## src/assert_macros.svh

```systemverilog
// Assertion macros shared by the keyed table RTL.
// Each macro expects clk and rst_n in scope; NO_ASSERTIONS strips them out.
`ifndef ASSERT_MACROS_SVH
`define ASSERT_MACROS_SVH
`ifndef NO_ASSERTIONS
`define KTO_ASSERT_IMP(lbl, a, c) \
  lbl: assert property (@(posedge clk) disable iff (!rst_n) (a) |-> (c)) \
    else $error("assertion failed");
`define KTO_ASSERT_NXT(lbl, a, c) \
  lbl: assert property (@(posedge clk) disable iff (!rst_n) (a) |=> (c)) \
    else $error("assertion failed");
`else
`define KTO_ASSERT_IMP(lbl, a, c)
`define KTO_ASSERT_NXT(lbl, a, c)
`endif
`endif

```

## src/kto_pkg.sv

```systemverilog
// Shared types and constants for the keyed table with oldest-entry eviction.
// No dependencies; used by kto_cell and the top level.
`timescale 1ns / 1ps
package kto_pkg;

  localparam int MAX_NODES = 64;
  localparam int IDX_W     = (MAX_NODES > 1) ? $clog2(MAX_NODES) : 1;
  localparam int CNT_W     = $clog2(MAX_NODES + 1);
  localparam int KEY_W     = 64;
  localparam int TIME_W    = 40;
  localparam int SLOT_W    = 6;
  localparam int COUNT_W   = 7;

  typedef enum logic [1:0] {
    CMD_PUT    = 2'd0,
    CMD_LOOKUP = 2'd1,
    CMD_MARK   = 2'd2,
    CMD_RSVD   = 2'd3
  } cmd_t;

  // search word that walks down the cell chain
  typedef struct packed {
    cmd_t              cmd;
    logic [KEY_W-1:0]  key;
    logic [TIME_W-1:0] stime;
    logic              found;
    logic [IDX_W-1:0]  found_slot;
    logic [IDX_W-1:0]  pick_slot;
    logic [TIME_W-1:0] pick_time;
    logic [KEY_W-1:0]  pick_key;
  } search_t;

  // update broadcast to all cells
  typedef struct packed {
    logic              key_en;    // new key: write key and clear mark
    logic              time_en;
    logic              set_mark;
    logic [IDX_W-1:0]  slot;
    logic [KEY_W-1:0]  key;
    logic [TIME_W-1:0] stime;
  } wr_t;

endpackage

```

## src/kto_cell.sv

```systemverilog
// One table slot: key, time and reported mark, plus one stage of the search chain.
// Depends on kto_pkg and assert_macros.svh.
`timescale 1ns / 1ps
`include "assert_macros.svh"
module kto_cell (
  input  logic                        clk,
  input  logic                        rst_n,
  input  logic [kto_pkg::IDX_W-1:0]   cell_idx,
  input  logic [kto_pkg::CNT_W-1:0]   fill_count,
  input  logic                        tok_in_v,
  input  kto_pkg::search_t            tok_in,
  output logic                        tok_out_v,
  output kto_pkg::search_t            tok_out,
  input  kto_pkg::wr_t                wr
);

  logic [kto_pkg::KEY_W-1:0]  key_r;
  logic [kto_pkg::TIME_W-1:0] time_r;
  logic                       mark_r;
  logic                       tok_v_r;
  kto_pkg::search_t           tok_r;
  kto_pkg::search_t           tok_nxt;
  logic                       filled;
  logic                       sel;

  assign filled = kto_pkg::CNT_W'(cell_idx) < fill_count;
  assign sel    = (wr.slot == cell_idx);

  always_comb begin
    tok_nxt = tok_in;
    if (filled && !tok_in.found && (key_r == tok_in.key)) begin
      tok_nxt.found      = 1'b1;
      tok_nxt.found_slot = cell_idx;
    end
    // slot 0 seeds the pick, later slots replace it only if strictly older and unreported
    if (cell_idx == '0) begin
      tok_nxt.pick_slot = cell_idx;
      tok_nxt.pick_time = time_r;
      tok_nxt.pick_key  = key_r;
    end else if (filled && !mark_r && (time_r < tok_in.pick_time)) begin
      tok_nxt.pick_slot = cell_idx;
      tok_nxt.pick_time = time_r;
      tok_nxt.pick_key  = key_r;
    end
  end

  always_ff @(posedge clk) begin
    tok_r <= tok_nxt;
    if (sel && wr.key_en) begin
      key_r <= wr.key;
    end
    if (sel && wr.time_en) begin
      time_r <= wr.stime;
    end
  end

  always_ff @(posedge clk) begin
    if (!rst_n) begin
      tok_v_r <= 1'b0;
      mark_r  <= 1'b0;
    end else begin
      tok_v_r <= tok_in_v;
      if (sel && wr.key_en) begin
        mark_r <= 1'b0;
      end else if (sel && wr.set_mark) begin
        mark_r <= 1'b1;
      end
    end
  end

  assign tok_out_v = tok_v_r;
  assign tok_out   = tok_r;

  `KTO_ASSERT_NXT(a_mark_set, sel && wr.set_mark && !wr.key_en, mark_r)
  `KTO_ASSERT_NXT(a_mark_clr, sel && wr.key_en, !mark_r)
  `KTO_ASSERT_NXT(a_key_wr, sel && wr.key_en, key_r == $past(wr.key))

endmodule

```

## config.mk

```make
export PLATFORM = sky130hd
export DESIGN_NAME = kto_cell
export DESIGN_NICKNAME = d
export VERILOG_FILES = /design/src/kto_pkg.sv /design/src/kto_cell.sv
export VERILOG_INCLUDE_DIRS = /design/src /design/src/src
export SDC_FILE = /design/constraint.sdc
export NUM_CORES = 1
export LEC_CHECK = 0
export BUFFER_PORTS_ARGS = -buffer_cell sky130_fd_sc_hd__clkbuf_2
export CAP_MARGIN = 5
export CORE_AREA = 2 2 222 224
export CTS_BUF_LIST = sky130_fd_sc_hd__clkbuf_4
export DETAILED_ROUTE_END_ITERATION = 8
export DIE_AREA = 0 0 224 226
export GPL_TIMING_DRIVEN = 0
export HOLD_SLACK_MARGIN = 0.12
export SLEW_MARGIN = 0
export SYNTH_ARGS = -nofsm -noshare
export SYNTH_HDL_FRONTEND = slang
export SYNTH_SLANG_ARGS = --single-unit
```

## constraint.sdc

```tcl
create_clock -name clk -period 4.2 [get_ports clk]
set_input_delay 0.84 -clock clk [delete_from_list [all_inputs] [get_ports clk]]
set_output_delay 0.84 -clock clk [all_outputs]
set_load 0.02 [all_outputs]
```

==> results.toml, run 1 <==
[power]
ir_worst_vdd_uv = 324
seqPwrFrac_pct = 46.1
p_int_mw = 5.53
p_sw_mw = 2.09
p_sw_share_pct = 27.4
power.density_nw_per_um2 = 417
p_comb_share_pct = 14.5
power_leakage_nw = 8.61
pwr-share-clk_pct = 39.4

[layout]
drive_above_1_share_pct = 46.1
fillCellCount = 4624
final_common_cell = "clkbuf_2"
register_area_um2 = 7630
mostFrequentLayoutCells = "clkbuf_2 (575), dlygate4sd3_1 (228), dfxtp_1 (225), clkbuf_4 (143), edfxtp_1 (104)"
multi_input_comb_area_um2 = 3060
final_util_pct = 37.8
layout.nets = 2051
syn2layout_area_growth_pct = 65.3
fin_area_um2 = 18300

[worst_setup_path]
r2r_end = "tok_out[114]"
cp-startpoint = "tok_in[197]"
worstSetupStartpointType = "input port"
r2r_slack_ns = 0.73
arrival_ns = 4.37
r2r_cells = 6
worstReg2RegStart = "key_r[10]"
crit_type = "in -> reg"
crit_path_end_kind = "register"
critPathRequiredTime_ns = 4.85
crit_fanout = 7

[cts]
cts-resized-gates = 0
clk_pin_slew_worst_paths_ns = 0.06
cts.sinks = 329
cts_buffers = 93
clk_path_buf_depth = 3
htreeDepth = 3
root_buffer = "clkbuf_4"
insertion_delay_ns = 0.84
cts_tree = "yes"

[global_routing]
grt_first_pass_wirelength_mm = 62.1
antenna_found_initial = 8
grt_usage_pct = 16.8
grt-ovfl-total = 0
grt_pass1_vias = 10500
grt_max_degree = 54

[sta]
fin_crit_ns = 3.73
setup_tns_ns = 0
drv_slew = 0
setup_viol = 0
maxSlewHeadroom_pct = 40.7
hold_viol_final = 0
finClkSkew_ns = 0.0835
worst_hold_slack_ns = 0.259
worst-slew-pin-transition_ns = 0.881
finalCritPeriodShare_pct = 88.7
fmax_ghz = 0.268
rsz0062_at_grt = "no"

[floorplanning]
design.die.area_um2 = 50600
floorplan.initialDensity_pct = 22.9
die_x_um = 224
row_count = 81
dieHeight_um = 226
ios = 576
core-area_um2 = 48300

[detailed_routing]
postRouteAntennaNets = 0
first_pass_iters = 4
via_per_inst = 4.08
drt_iter0_drc = 289
drt-total-wl_mm = 43.8
vias = 9630
drcViolationCount = 0
post_drt_wl_per_cell_um = 18.6

[worst_hold_path]
hold_path_end = "key_r[57]"
hold_depth = 1
hold_path.class = "in -> reg"
holdCritStartpoint = "wr[97]"

[placement]
numPortBuffers = 575
hpwlAfterDp_mm = 32.2
post_dp_cell_area_um2 = 14800
gp_congestion = 0.790

[logic_synthesis]
synth_edf_count = 104
ys_seq_area_share_pct = 69.0
syn_avg_cell_area_um2 = 14.6
ys_ff_latch = 329
async_flop_share_pct = 0
synth_cell_types = 39
syn_nets = 1151
synth_warnings = 0
synth_flop_cell = "dfxtp_1"
synth.cell_area_um2 = 11100
synth_cells = 755

[run_status]
status = "complete, no violations"

[flow_run]
max-cap-violations = 0
-- synthesized netlist by cell type, drive strengths merged (6+ instances only) --
cell type	n	share of area [%]
buf	11	0.86
nand4	14	0.85
a21oi	21	0.95
nor2	6	0.20
a221oi	7	0.55
o22ai	9	0.51
ha	44	5.0
inv	76	2.6
dfxtp	225	41
xnor2	18	1.4
nand2	20	0.68
o21ai	10	0.45
mux2	110	11
xor2	28	2.2
mux2i	6	0.54
edfxtp	104	28
nor4	13	0.79
-- final cells by class --
| cell class | count | area share [%] |
|---|---|---|
| antenna | 7 | 0.0958 |
| multi-input combinational | 339 | 16.7 |
| buffer | 11 | 0.520 |
| clock buffer | 143 | 5.87 |
| timing repair buffer | 805 | 28.5 |
| clock inverter | 27 | 0.760 |
| tap | 622 | 4.26 |
| sequential | 329 | 41.7 |
| inverter | 76 | 1.56 |
-- metal layers --
metal  vias up  GRT usage (%)  wire (um)
met5         -              0         13
met4         2           8.95       1670
met3       100           5.89       3380
met2       456           29.0      22000
met1      4527           18.0      16800
li1       4545              -          -
-- metrics by stage --
stage               instances  setup slack (ns)  power [mW]
floorplan                 755             0.932        4.02
global placement         1952             -1.22        4.49
detailed placement       1954            0.0272        4.50
CTS                      2352             0.393        7.71
global route             2358             0.318        7.99
finish                   2359             0.474        7.62
-- power groups by stage --
stage / Combinational [mW] / Clock (mW) / Sequential (mW)
2_1_floorplan: 0.252 / 0 / 3.77
3_3_place_gp: 0.919 / 0 / 3.58
3_5_place_dp: 0.926 / 0 / 3.58
4_1_cts: 1.10 / 3.10 / 3.51
5_1_grt: 1.18 / 3.29 / 3.52
6_report: 1.10 / 3.00 / 3.51
-- sequential cells by signal, indices dropped and copies added (netlist names) --
register / count
tok_out: 223
key_r: 64
time_r: 40
mark_r: 1
tok_out_v: 1
-- cells by family after synthesis --
logic type               after synthesis  share of synthesized area (%)
buffers and inverters                 87                           3.44
XOR/XNOR                              46                           3.64
flip-flops                           329                           69.0
AO/OA/AOI/OAI                         63                           3.73
AND/OR/NAND/NOR                       70                           3.50
multiplexers                         116                           11.7
adder cells (fa/ha/maj)               44                           4.98
-- worst max-delay path: stages --
cell and delay [ns]:
dlygate4sd3_1 0.53, clkbuf_2 0.12, xor2_1 0.18, nor4_1 0.79
nand4_1 0.33, nor4_1 0.53, nand4_2 0.59, mux2_2 0.45
-- what timing repair did --
| item | CTS | global route |
|---|---|---|
| hold buffers | 228 | 0 |
| setup buffers | 0 | 0 |
| endpoints found under the hold margin | 228 | 0 |
-- how the worst max path moves through the flow --
stage,to,slack (ns),depth (start not counted)
floorplan,key_r[0],0.93,4
global placement,key_r[22],-1.22,5
detailed placement,tok_out[115],0.03,7
CTS,tok_out[114],0.39,8
global route,tok_out[114],0.32,8
finish,tok_out[114],0.47,8
Note: power is estimated with default switching activity, not from simulation.
==> run 2: changes to the inputs <==
--- a/config.mk
+++ b/config.mk
@@ -9,7 +9,7 @@
 export BUFFER_PORTS_ARGS = -buffer_cell sky130_fd_sc_hd__clkbuf_2
 export CAP_MARGIN = 5
 export CORE_AREA = 2 2 222 224
-export CTS_BUF_LIST = sky130_fd_sc_hd__clkbuf_4
+export CTS_BUF_LIST = sky130_fd_sc_hd__clkbuf_8
 export DETAILED_ROUTE_END_ITERATION = 8
 export DIE_AREA = 0 0 224 226
 export GPL_TIMING_DRIVEN = 0
==> constraint.sdc (replaced) <==
create_clock -name clk -period 3.61 [get_ports clk]
set_input_delay 0.722 -clock clk [delete_from_list [all_inputs] [get_ports clk]]
set_output_delay 0.722 -clock clk [all_outputs]
set_load 0.02 [all_outputs]
==> run 2 against run 1 <==
Compared with the run above:
- first-iteration DRC count is 14% lower
- sequential power is 16% higher
- power is 8.7% higher
- clock skew is 0.053 ns lower
- non-clock buffer count is 228 lower
- sequential cell count stayed put
- combinational power is 4% lower
- critical endpoint unchanged
- highest routed layer unchanged
==> results.toml, run 2 (synthesized netlist as in run 1, its figures left out) <==
[cts]
hold_buffers = 0
cts.sinks = 329
insertion_delay_ns = 0.63
root_buffer = "clkbuf_8"
htreeDepth = 2
cts_tree = "yes"
clk_path_buf_depth = 3
cts_buffers = 56
clk_pin_slew_worst_paths_ns = 0.06

[power]
p_sw_share_pct = 27.0
p_comb_share_pct = 12.8
p_sw_mw = 2.23
p_int_mw = 6.05
power_leakage_nw = 7.53
pwr-share-clk_pct = 37.9
power.density_nw_per_um2 = 523
seqPwrFrac_pct = 49.3
ir_worst_vdd_uv = 388

[detailed_routing]
vias = 8277
drt-total-wl_mm = 39.3
drt_iter0_drc = 249
met3RoutedLength_mm = 3.29
via_per_inst = 4.01
wl_met2_mm = 19.8
post_drt_wl_per_cell_um = 19.1
top_layer = "met5"
m1WireLength_mm = 15.5
drcViolationCount = 0
first_pass_iters = 6
postRouteAntennaNets = 0

[sta]
finalCritPeriodShare_pct = 88.9
worst-slew-pin-transition_ns = 0.860
setup_viol = 0
drv_slew = 0
maxSlewHeadroom_pct = 42.6
worst_hold_slack_ns = 0.202
hold_viol_final = 0
fmax_ghz = 0.312
setup_tns_ns = 0
finClkSkew_ns = 0.0307
fin_crit_ns = 3.21
rsz0062_at_grt = "no"

[worst_hold_path]
hold_depth = 1
holdCritStartpoint = "tok_in[151]"
hold_path.class = "in -> reg"
hold_path_end = "tok_out[151]"

[layout]
final_util_pct = 32.8
drive_above_1_share_pct = 50.2
fin_area_um2 = 15800
syn2layout_area_growth_pct = 43.3
largest_register_ffs = 223
layout.nets = 1786
final_common_cell = "clkbuf_2"
mostFrequentLayoutCells = "clkbuf_2 (575), dfxtp_1 (225), edfxtp_1 (104), inv_1 (96), clkbuf_8 (62)"

[placement]
numPortBuffers = 575
gp_congestion = 0.790
post_dp_cell_area_um2 = 14800
hpwlAfterDp_mm = 32.2

[floorplanning]
ios = 576
core-area_um2 = 48300
dieHeight_um = 226
floorplan.initialDensity_pct = 22.9
die_x_um = 224
row_count = 81
design.die.area_um2 = 50600

[worst_setup_path]
r2r_slack_ns = 0.40
r2r_cells = 6
cp_cell_sequence = "xor2_1, nor4_1, nand4_1, nor4_1, nand4_4, mux2_2"
crit_path_end_kind = "register"
critPathRequiredTime_ns = 4.11
r2r_end = "tok_out[114]"
crit_fanout = 7
cp_slowest_cell = "nor4_1"
crit_top_cell = "nor4_1"
arrival_ns = 3.71
cpPeakStageDelay_ns = 0.69
worstReg2RegStart = "key_r[40]"
worstSetupStartpointType = "register"
crit_type = "reg -> reg"

[global_routing]
grt_pass1_vias = 8797
grt-ovfl-total = 0
grt_usage_pct = 14.9
grt_first_pass_wirelength_mm = 54.9
grt_max_degree = 54
antenna_found_initial = 5

[run_status]
status = "complete, no violations"

[flow_run]
max-cap-violations = 0
==> run 2: layer usage <==
metal | up-vias | GRT usage [%]
met5 | - | 0
met4 | 2 | 4.39
met3 | 52 | 5.45
met2 | 364 | 26.2
met1 | 3894 | 16.9
li1 | 3965 | -
==> run 2: area by class of cell <==
class | instances | area (um2)
Sequential cell | 329 | 7630
Tap cell | 622 | 778
Clock buffer | 62 | 853
Fill cell | 4900 | 32500
Clock inverter | 43 | 209
Antenna cell | 3 | 7.51
Multi-Input combinational cell | 339 | 3060
Buffer | 11 | 95.1
Timing Repair Buffer | 577 | 2930
Inverter | 76 | 285
==> run 2: power groups by stage <==
stage	Combinational (mW)	Clock (mW)	Sequential, mW
final	1.06	3.14	4.08
after global routing	1.14	3.42	4.10
after CTS	1.08	3.28	4.09
after detailed placement	1.08	0	4.16
after global placement	1.07	0	4.16
after floorplan	0.293	0	4.39
==> run 2: worst max path at each step <==
stage | slack (ns) | to | start | depth (start not counted)
after floorplan | 0.46 | key_r[0] | cell_idx[1] | 4
after global placement | -1.69 | key_r[22] | cell_idx[2] | 5
after detailed placement | -0.44 | tok_out[115] | tok_in[197] | 7
after CTS | 0.13 | tok_out[113] | key_r[40] | 6
after global routing | 0.13 | tok_out[115] | key_r[40] | 6
final | 0.40 | tok_out[114] | key_r[40] | 6
==> run 2: worst max-delay path, delay by kind of cell, from the launching register on <==
family	cells	cell delay [ns]
flops	1	0.39
simple gates	4	2.10
xor+xnor	1	0.21
mux	1	0.39
==> run 2: what timing repair did <==
action / CTS / global route
gates resized for setup: 1 / 0
buffers inserted: 0 / 0
hold endpoints to repair: 0 / 0
setup endpoints to repair: 6 / 0
==> run 2: per-stage QoR <==
step,setup WS [ns],power [mW],instances
detailed placement,-0.445,5.24,1954
finish,0.401,8.29,2062
CTS,0.127,8.45,2059
floorplan,0.460,4.68,755
global placement,-1.69,5.23,1952
global route,0.129,8.66,2061
==> run 3: changes to the inputs <==
--- a/config.mk
+++ b/config.mk
@@ -8,10 +8,9 @@
 export LEC_CHECK = 0
 export BUFFER_PORTS_ARGS = -buffer_cell sky130_fd_sc_hd__clkbuf_2
 export CAP_MARGIN = 5
-export CORE_AREA = 2 2 222 224
-export CTS_BUF_LIST = sky130_fd_sc_hd__clkbuf_8
+export CORE_AREA = 2 2 227 229
 export DETAILED_ROUTE_END_ITERATION = 8
-export DIE_AREA = 0 0 224 226
+export DIE_AREA = 0 0 229 231
 export GPL_TIMING_DRIVEN = 0
 export HOLD_SLACK_MARGIN = 0.12
 export SLEW_MARGIN = 0
==> run 3 against run 2 <==
Compared with the run above:
- critical path depth increased by 4
- cell count is 1.1% higher
- clock power up 29%
==> results.toml, run 3 (synthesized netlist as in run 1, its figures left out) <==
[layout]
fillCellCount = 5190
mostFrequentLayoutCells = "clkbuf_2 (575), dfxtp_1 (225), edfxtp_1 (104), inv_1 (76), mux2_1 (60)"
drive_above_1_share_pct = 50.3
syn2layout_area_growth_pct = 46.3
final_util_pct = 31.9
largest_register_ffs = 223
final_common_cell = "clkbuf_2"
register_area_um2 = 7630
layout.nets = 1768
multi_input_comb_area_um2 = 3060
fin_area_um2 = 16200
layout.cells.non_filler = 2085

[power]
ir_worst_vdd_uv = 399
p_total_mw = 9.20
power.density_nw_per_um2 = 569
power_leakage_nw = 7.56

[cts]
clk_path_buf_depth = 3
cts.sinks = 329
cts_tree = "yes"
postCtsSetupRepairBufs = 0
cts_buffers = 38
insertion_delay_ns = 0.56
clk_pin_slew_worst_paths_ns = 0.06
htreeDepth = 2
root_buffer = "clkbuf_16"

[detailed_routing]
vias = 8273
post_drt_wl_per_cell_um = 19.2
drcViolationCount = 0
postRouteAntennaNets = 0
drt_iter0_drc = 195
first_pass_iters = 4
drt-total-wl_mm = 40.1
via_per_inst = 3.97

[sta]
maxSlewHeadroom_pct = 48.7
fin_crit_ns = 3.21
setup_viol = 0
worst-slew-pin-transition_ns = 0.763
finClkSkew_ns = 0.0196
worst_hold_slack_ns = 0.261
hold_viol_final = 0
fmax_ghz = 0.311
finalCritPeriodShare_pct = 88.9
drv_slew = 0
rsz0062_at_grt = "no"

[global_routing]
antenna_found_initial = 7
grt_first_pass_wirelength_mm = 56.1
grt_usage_pct = 14.6
grt_max_degree = 48
grt_pass1_vias = 8809
grt-ovfl-total = 0

[worst_setup_path]
crit_type = "reg -> reg"
worstSetupStartpointType = "register"
critPathRequiredTime_ns = 4.04
arrival_ns = 3.64
cp_cell_sequence = "ha_1, nand4_1, nor4_1, nand2_1, o22ai_1, o21ai_1, a21boi_2, buf_4, buf_6, mux2_1"
path_delay_family = "simple AND/OR/NAND/NOR gates"
crit_path_end_kind = "register"
crit_fanout = 10
cp_slowest_cell = "nor4_1"
cpPeakStageDelay_ns = 0.47
crit_buf_inv = 2

[run_status]
status = "complete, no violations"

[floorplanning]
floorplan.initialDensity_pct = 21.8
row_count = 83
core-area_um2 = 50700
design.die.area_um2 = 52900
die_x_um = 229
ios = 576
dieHeight_um = 231

[placement]
post_dp_cell_area_um2 = 14800
numPortBuffers = 575
hpwlAfterDp_mm = 32.6
gp_congestion = 0.837
dp_cells = 2012

[worst_hold_path]
hold_path.class = "in -> reg"

[flow_run]
max-cap-violations = 0
run 3: cell count changes in the layout (fill, tap and decap cells not counted):
cell	delta
inv_16	+1
inv_8	-1
clkbuf_1	+5
inv_6	+3
clkbuf_16	+40
clkinvlp_4	-2
clkbuf_8	-57
inv_4	-1
bufinv_16	+4
clkinv_1	-3
clkinv_2	-4
inv_1	-20
run 3: final cells by class:
| type | count | share of cell area, % |
|---|---|---|
| sequential | 329 | 47.1 |
| multi-input combinational | 339 | 18.9 |
| timing repair buffer | 577 | 18.1 |
| clock buffer | 50 | 6.73 |
| tap | 680 | 5.26 |
| inverter | 76 | 1.76 |
| clock inverter | 20 | 1.46 |
| buffer | 11 | 0.588 |
| antenna | 3 | 0.0464 |
run 3: what timing repair did:
action / in CTS / in global routing
gates resized for setup: 1 / 0
endpoints found under the setup margin: 6 / 0
hold buffers: 0 / 0
run 3: metal layers:
layer  part of all wire (%)  vias to the layer above  GRT usage [%]
met4                    3.1                        6           5.42
met3                    8.3                       72           5.01
li1                       -                     3925              -
met5                   0.11                        -              0
met1                     40                     3912           16.9
met2                     49                      358           24.8
run 3: path summary, 6_finish.rpt:
| kind | startpoint | to | slack [ns] | depth (start not counted) |
|---|---|---|---|---|
| worst min-delay path | tok_in[155] | tok_out[155] | 0.26 | 1 |
| worst max register to register | time_r[22] | tok_out[59] | 0.40 | 10 |
| worst min register to register | time_r[0] | tok_out[64] | 0.49 | 1 |
| worst max-delay path | time_r[22] | tok_out[59] | 0.40 | 10 |
run 3: through the flow:
| step | setup TNS, ns | setup slack, ns |
|---|---|---|
| after floorplan | 0 | 0.460 |
| after global placement | -115.42 | -1.44 |
| after detailed placement | -17.84 | -0.382 |
| after CTS | 0 | 0.0741 |
| after global routing | 0 | 0.102 |
| final | 0 | 0.399 |
run 3: report_power, final:
group	internal (mW)	leakage, nW	switching (mW)	total [mW]
Combinational	0.440	4.08	0.623	1.06
Clock	2.44	0.652	1.62	4.06
Sequential	4.02	2.83	0.0651	4.08
Total	6.89	7.56	2.31	9.20
